File: src/rtl/e3h_pkg.sv
`timescale 1ns / 1ps

package e3h_pkg;

    localparam int MOMENTUM_BINS = 18;
    localparam int ETA_BINS      = 4;
    localparam int TRACK_BINS    = 4;
    localparam int COUNT_WIDTH   = 32;

    localparam int NUM_BINS  = MOMENTUM_BINS * ETA_BINS * TRACK_BINS;
    localparam int BIN_W     = $clog2(NUM_BINS);
    localparam int MOM_IDX_W = $clog2(MOMENTUM_BINS);
    localparam int ETA_IDX_W = $clog2(ETA_BINS);
    localparam int TRK_IDX_W = $clog2(TRACK_BINS);

    localparam int MOM_W     = 24;
    localparam int ETA_W     = 15;
    localparam int TRK_W     = 12;
    localparam int RIDX_W    = 9;
    localparam int OUT_CNT_W = 32;

    localparam logic [MOM_W-1:0] MOM_EDGES [19] = '{
        24'd3000,  24'd9600,  24'd15600, 24'd19000, 24'd24400, 24'd29800, 24'd35200,
        24'd40600, 24'd46000, 24'd51400, 24'd56800, 24'd62200, 24'd67600, 24'd73000,
        24'd78400, 24'd83800, 24'd89200, 24'd94600, 24'd100000
    };
    localparam logic signed [ETA_W-1:0] ETA_EDGES [5] = '{
        15'sd1536, 15'sd2432, 15'sd3328, 15'sd4224, 15'sd5120
    };
    localparam logic [TRK_W-1:0] TRK_EDGES [5] = '{
        12'd0, 12'd50, 12'd200, 12'd300, 12'd500
    };

    localparam logic [BIN_W-1:0] LAST_BIN = BIN_W'(NUM_BINS - 1);

    typedef enum logic [1:0] {
        ST_CLEAR,
        ST_IDLE,
        ST_READ,
        ST_UPDATE
    } t_state;

    typedef struct packed {
        logic                    action;
        logic [MOM_W-1:0]        momentum_mev;
        logic signed [ETA_W-1:0] pseudorapidity;
        logic [TRK_W-1:0]        track_count;
        logic [RIDX_W-1:0]       read_index;
    } t_in_item;

    typedef struct packed {
        logic                 accepted;
        logic [BIN_W-1:0]     bin_index;
        logic [OUT_CNT_W-1:0] bin_count;
    } t_out_item;

    typedef struct packed {
        logic load;
        logic clear_we;
        logic update;
    } t_cmd;

    typedef struct packed {
        logic clear_last;
        logic out_free;
    } t_status;

    function automatic logic [MOM_IDX_W-1:0] mom_bin(input logic [MOM_W-1:0] p);
        logic [MOM_IDX_W-1:0] b;
        b = '0;
        for (int i = 1; i < MOMENTUM_BINS; i++) begin
            if (p >= MOM_EDGES[i]) begin
                b = b + 1'b1;
            end
        end
        return b;
    endfunction

    function automatic logic [ETA_IDX_W-1:0] eta_bin(input logic signed [ETA_W-1:0] e);
        logic [ETA_IDX_W-1:0] b;
        b = '0;
        for (int i = 1; i < ETA_BINS; i++) begin
            if (e >= ETA_EDGES[i]) begin
                b = b + 1'b1;
            end
        end
        return b;
    endfunction

    function automatic logic [TRK_IDX_W-1:0] trk_bin(input logic [TRK_W-1:0] n);
        logic [TRK_IDX_W-1:0] b;
        b = '0;
        for (int i = 1; i < TRACK_BINS; i++) begin
            if (n >= TRK_EDGES[i]) begin
                b = b + 1'b1;
            end
        end
        return b;
    endfunction

    function automatic logic [BIN_W-1:0] flat_bin(
        input logic [MOM_W-1:0]        p,
        input logic signed [ETA_W-1:0] e,
        input logic [TRK_W-1:0]        n
    );
        return BIN_W'(mom_bin(p)) * BIN_W'(ETA_BINS * TRACK_BINS)
             + BIN_W'(eta_bin(e)) * BIN_W'(TRACK_BINS)
             + BIN_W'(trk_bin(n));
    endfunction

endpackage

File: src/rtl/e3h_ctrl.sv
`timescale 1ns / 1ps

module e3h_ctrl
    import e3h_pkg::*;
(
    input  logic    i_clk,
    input  logic    i_rst_n,
    input  logic    i_s_tvalid,
    input  t_status i_status,
    output logic    o_s_tready,
    output t_cmd    o_cmd
);

    t_state r_state;
    t_state n_state;

    always_ff @(posedge i_clk) begin
        if (!i_rst_n) begin
            r_state <= ST_CLEAR;
        end else begin
            r_state <= n_state;
        end
    end

    always_comb begin
        n_state = r_state;
        unique case (r_state)
            ST_CLEAR: begin
                if (i_status.clear_last) begin
                    n_state = ST_IDLE;
                end
            end
            ST_IDLE: begin
                if (i_s_tvalid) begin
                    n_state = ST_READ;
                end
            end
            ST_READ: begin
                n_state = ST_UPDATE;
            end
            ST_UPDATE: begin
                if (i_status.out_free) begin
                    n_state = ST_IDLE;
                end
            end
            default: begin
                n_state = ST_CLEAR;
            end
        endcase
    end

    always_comb begin
        o_s_tready     = 1'b0;
        o_cmd.load     = 1'b0;
        o_cmd.clear_we = 1'b0;
        o_cmd.update   = 1'b0;
        unique case (r_state)
            ST_CLEAR: begin
                o_cmd.clear_we = 1'b1;
            end
            ST_IDLE: begin
                o_s_tready = 1'b1;
                o_cmd.load = i_s_tvalid;
            end
            ST_READ: begin
            end
            ST_UPDATE: begin
                o_cmd.update = i_status.out_free;
            end
            default: begin
            end
        endcase
    end

endmodule

File: config.mk
export PLATFORM = sky130hd
export DESIGN_NAME = e3h_ctrl
export DESIGN_NICKNAME = d
export VERILOG_FILES = /design/src/rtl/e3h_pkg.sv /design/src/rtl/e3h_ctrl.sv
export SDC_FILE = /design/constraint.sdc
export NUM_CORES = 1
export LEC_CHECK = 0
export ABC_AREA = 1
export ABC_CLOCK_PERIOD_IN_PS = 1850
export BUFFER_PORTS_ARGS = -buffer_cell sky130_fd_sc_hd__buf_2
export CAP_MARGIN = 10
export CORE_AREA = 5 5 42 44
export DETAILED_ROUTE_END_ITERATION = 8
export DIE_AREA = 0 0 47 49
export GPL_ROUTABILITY_DRIVEN = 0
export GPL_TIMING_DRIVEN = 0
export PLACE_DENSITY = 0.3
export SETUP_SLACK_MARGIN = 0.1
export SLEW_MARGIN = 20
export SYNTH_ARGS = -nofsm -noshare
export SYNTH_HDL_FRONTEND = slang
export SYNTH_SLANG_ARGS = --single-unit
File: constraint.sdc
create_clock -name i_clk -period 1.85 [get_ports i_clk]
set_clock_uncertainty 0.05 [all_clocks]
set_input_delay 0.37 -clock i_clk [delete_from_list [all_inputs] [get_ports i_clk]]
set_output_delay 0.37 -clock i_clk [all_outputs]
set_load 0.02 [all_outputs]
# ---- Yosys cells after proc, flatten, opt, wreduce, memory -nomap -nowiden
# Index checks and enable logic that the tools add are counted.
dict set report totals {
  register_bits 2
  inputBits 5
  out_inout_bits 4
  wordCells 17
}
dict set report classes {
  n_eq_ne 6
  n_mux 8
  reduce_logical 2
}
# op n
set op_table {}
lappend op_table {{$pmux W2 S4} 1}
lappend op_table {{$mux W2} 3}
lappend op_table {{$ne A2 B2 Y1 const B} 3}
lappend op_table {{$eq A2 B2 Y1 const B} 2}
lappend op_table {{$mux W1} 4}
lappend op_table {{$reduce_and A3 Y1} 1}
lappend op_table {{$eq A2 B1 Y1 const B} 1}
lappend op_table {{$logic_not A2 Y1} 1}

# ---- Depth between registers and ports, before layout
dict set report logic_depth {
  ltp_word 3
  ltp_mapped 7
  ltp_nobuf 7
}

# ---- Least setup slack after synthesis
# No wires, ideal clock.
dict set report synth_path {
  kind {flip-flop to output port}
  startpoint {register r_state[1]}
  endpoint {output o_cmd[2] (netlist name)}
  t_arrival_ns 0.905
  required_time_ns 1.430
  slack_ns 0.525
  stages_incl_launch_ff 5
  path_buffers 0
  path_cell_list {dfxtp_1 > inv_1 > ha_1 > nand2_1 > inv_1}
}
# item line_no
set synth_lines {}
lappend synth_lines {{start, declared} e3h_ctrl.sv:14} ;# t_state r_state;
lappend synth_lines {{start signal, assigned} e3h_ctrl.sv:21} ;# r_state <= n_state;
lappend synth_lines {{end, declared} e3h_ctrl.sv:11} ;# output t_cmd o_cmd

==> impl_results.md <==
* GRT met3 Usage at 1.11%
* FMAX at between 600 and 700 MHz
* Worst Path Required at 1430 ps
* Chip Width at approximately 47 um
* Total Wirelength at between 300 and 400 um
* Post-CTS sizing at 0
* Minimum clock period at 1520 ps
* Top-Level Pins at 9
* Startpoint Class: flop
* Synthesis-to-finish area growth at 46.2%
* Most used routing layer: met4
* Vias in the first global route at 152
* Cells after Synth at 28
* Seq pwr share at ~21%
* Final hold viol count at 0
* DR iter-0 viols at 1
* Top Registers: r_state: 2 flops
* Clock power frac at 24.1%
* Die area at 2300 um^2
* Worst hold slack at roughly 330 ps
* Grt ovf at 0
* Crit-path max FO at 4
* Post-synthesis net count at 37
* Most frequent CP cell: inv_1
* Multi-input logic area at 109 um^2
* Static Leakage at between 0.15 and 0.2 nW
* Max-cap viol count at 0
* Clk sinks at 2
* Yosys top cell by area: ha_1
* Synth unique cells at 6
* Worst-path cell chain: inv_1 -> ha_1 -> nand2_1 -> inv_1 -> buf_2
* Least-Margin Pin Slew at 169 ps
* Post-DRT Antenna Nets at 0
* Synth top area cells: ha_1 28%, dfxtp_1 22%, nand2_1 19%
* Proportion of layout cells with a drive suffix above 1 at 30.8%
* Post-layout util at 18.7%
* Switching Fraction at roughly 46%
* Max IR drop VDD at about 0.41 mV
* GRT met1 Usage at 4.38%
* DP Cell Count at 52
* Post-CTS Setup Repair Bufs at 0
* Hold-fix buffer count after cts at 0
* Max reg flops at 2
* Initial core utilization at 12.8%
* # DRC at 0
* R2R cell count at 6
* H-tree depth at 1
* R2r setup slk at approximately 680 ps
* Post-DP HPWL at 302 um
* Status: finished clean
* Global Route Usage Sum at about 3.9%
* First-pass GRT wire length at between 500 and 600 um
* TritonCTS clock tree: done
* Min-delay src: i_rst_n
* Comb power frac at between 50% and 60%
* Worst-path clk slew at ~30 ps
* Sequential element share of the synthesized area at between 20 and 25%
* Class of the worst hold path: in2reg
* FP Rows at 14
* Fillers at 177
* IO Port Bufs at 8
* Total CTS buffers at 3
* CP peak stage delay at 300 ps
* Via density at 3.02
* Synth Warn # at 0
* Nets@finish at 50
* Die height at about 49 um
* Synthesized area per cell at ~6.4 um^2
* Reg area at 40.0 um^2
* Tcrit/Tclk final at 82.2%
* Hold Crit Depth at 3
* Antenna violations before repair at 0
* Pins Over Slew Limit at 0
* Arrival time worst endpoint at about 1100 ps
* Total Neg Setup Slack at 0 ps
* Kind of critical path: reg2out
* Core box area at 1400 um^2
* Drt first pass iters at 2
* Placed cell areas at 239 um^2
* Net Sw Power at 0.183 mW
* Post-route cell area at roughly 260 um^2
* Flops & latches, synth at 2
* Pwr/cell area at 1520 nW/um^2
* Netlist Area Pre-Place at ~180 um^2
* Area share of the leading cell type in the synthesized netlist at between 20 and 30%
* Via count at 166
* Largest Register: r_state
* Reg-to-reg endpoint: r_state[1]
* Largest net degree at the start of global routing at 5
* Post-Layout Cell Count at between 50 and 60
* Cell internal pwr at roughly 0.22 mW
* Relative slew slack at 88.7%
* Critical Path Sink Type: output pin
* Root cell of the clock tree: clkbuf_4
* RSZ-0062 raised after global routing: no
* CTS max path bufs at 2
* Reg2reg start: r_state[0]
* Worst Hold End: r_state[0]
* ANT cells at 0
* Slowest cell on crit path: dfxtp_1
* Final-report setup violation count at 0
* Drt wl/cell at 6.89 um
* Clk Latency, worst-skew pair at roughly 220 ps
* M2 GR Usage at 4.75%
## per-layer routing
metal  share of wire [%]  up-vias
met3                  14        0
met4                   0        0
met5                   0        -
met2                  39        8
li1                    -      100
met1                  47       58
## critical path, delay by kind of cell (launching register included)
family	cells	cell delay (ps)
adders and majority gates	1	210
buffers and inverters	3	310
DFF	1	300
and+or+nand+nor	1	60
## Yosys cell counts
cell type  count
dfxtp_1        2
ha_1           4
inv_1          8
nand2_1        9
nand3_2        1
nor2_1         4
## kinds of logic (layout without fill, tap and decap cells)
kind of cell	count (synthesis)	count (layout)	synth area share, %
flops	2	2	22.4
buf+inv	8	19	16.8
fa+ha+maj	4	4	28.0
simple gates	14	14	32.9
## worst max path at each step
stage	start	to	slack, ps
2_1_floorplan	r_state[1]	o_cmd[2]	520
3_3_place_gp	r_state[1]	o_cmd[2]	570
3_5_place_dp	r_state[1]	o_cmd[2]	560
4_1_cts	r_state[1]	o_cmd[2]	320
5_1_grt	r_state[1]	o_cmd[2]	270
6_report	r_state[1]	o_cmd[2]	330
## power groups by stage
| stage | Clock [mW] | Combinational, mW | Sequential [mW] |
|---|---|---|---|
| after detailed placement | 0 | 0.224 | 0.0832 |
| after CTS | 0.104 | 0.225 | 0.0828 |
| after global placement | 0 | 0.230 | 0.0839 |
| final | 0.0962 | 0.221 | 0.0818 |
| after global routing | 0.107 | 0.252 | 0.0853 |
| after floorplan | 0 | 0.174 | 0.0774 |
## layout make-up
| cell class | count | share of cell area, % |
|---|---|---|
| inverter | 8 | 11.5 |
| multi-input combinational | 18 | 41.6 |
| sequential | 2 | 15.3 |
| tap | 16 | 7.66 |
| timing repair buffer | 8 | 15.3 |
| clock buffer | 3 | 8.61 |
## cell usage in the layout (no fill, tap or decap)
| master | n |
|---|---|
| dfxtp_1 | 2 |
| ha_1 | 4 |
| buf_2 | 8 |
| nand3_2 | 1 |
| nand2_1 | 9 |
| nor2_1 | 4 |
| inv_1 | 8 |
| clkbuf_4 | 3 |
## per-stage QoR
| stage | total power [mW] | setup WS, ps |
|---|---|---|
| floorplan | 0.251 | 525 |
| global placement | 0.314 | 566 |
| finish | 0.399 | 329 |
| global route | 0.445 | 274 |
| detailed placement | 0.308 | 560 |
| CTS | 0.411 | 315 |
No activity file was read; power rests on OpenSTA's default activity.
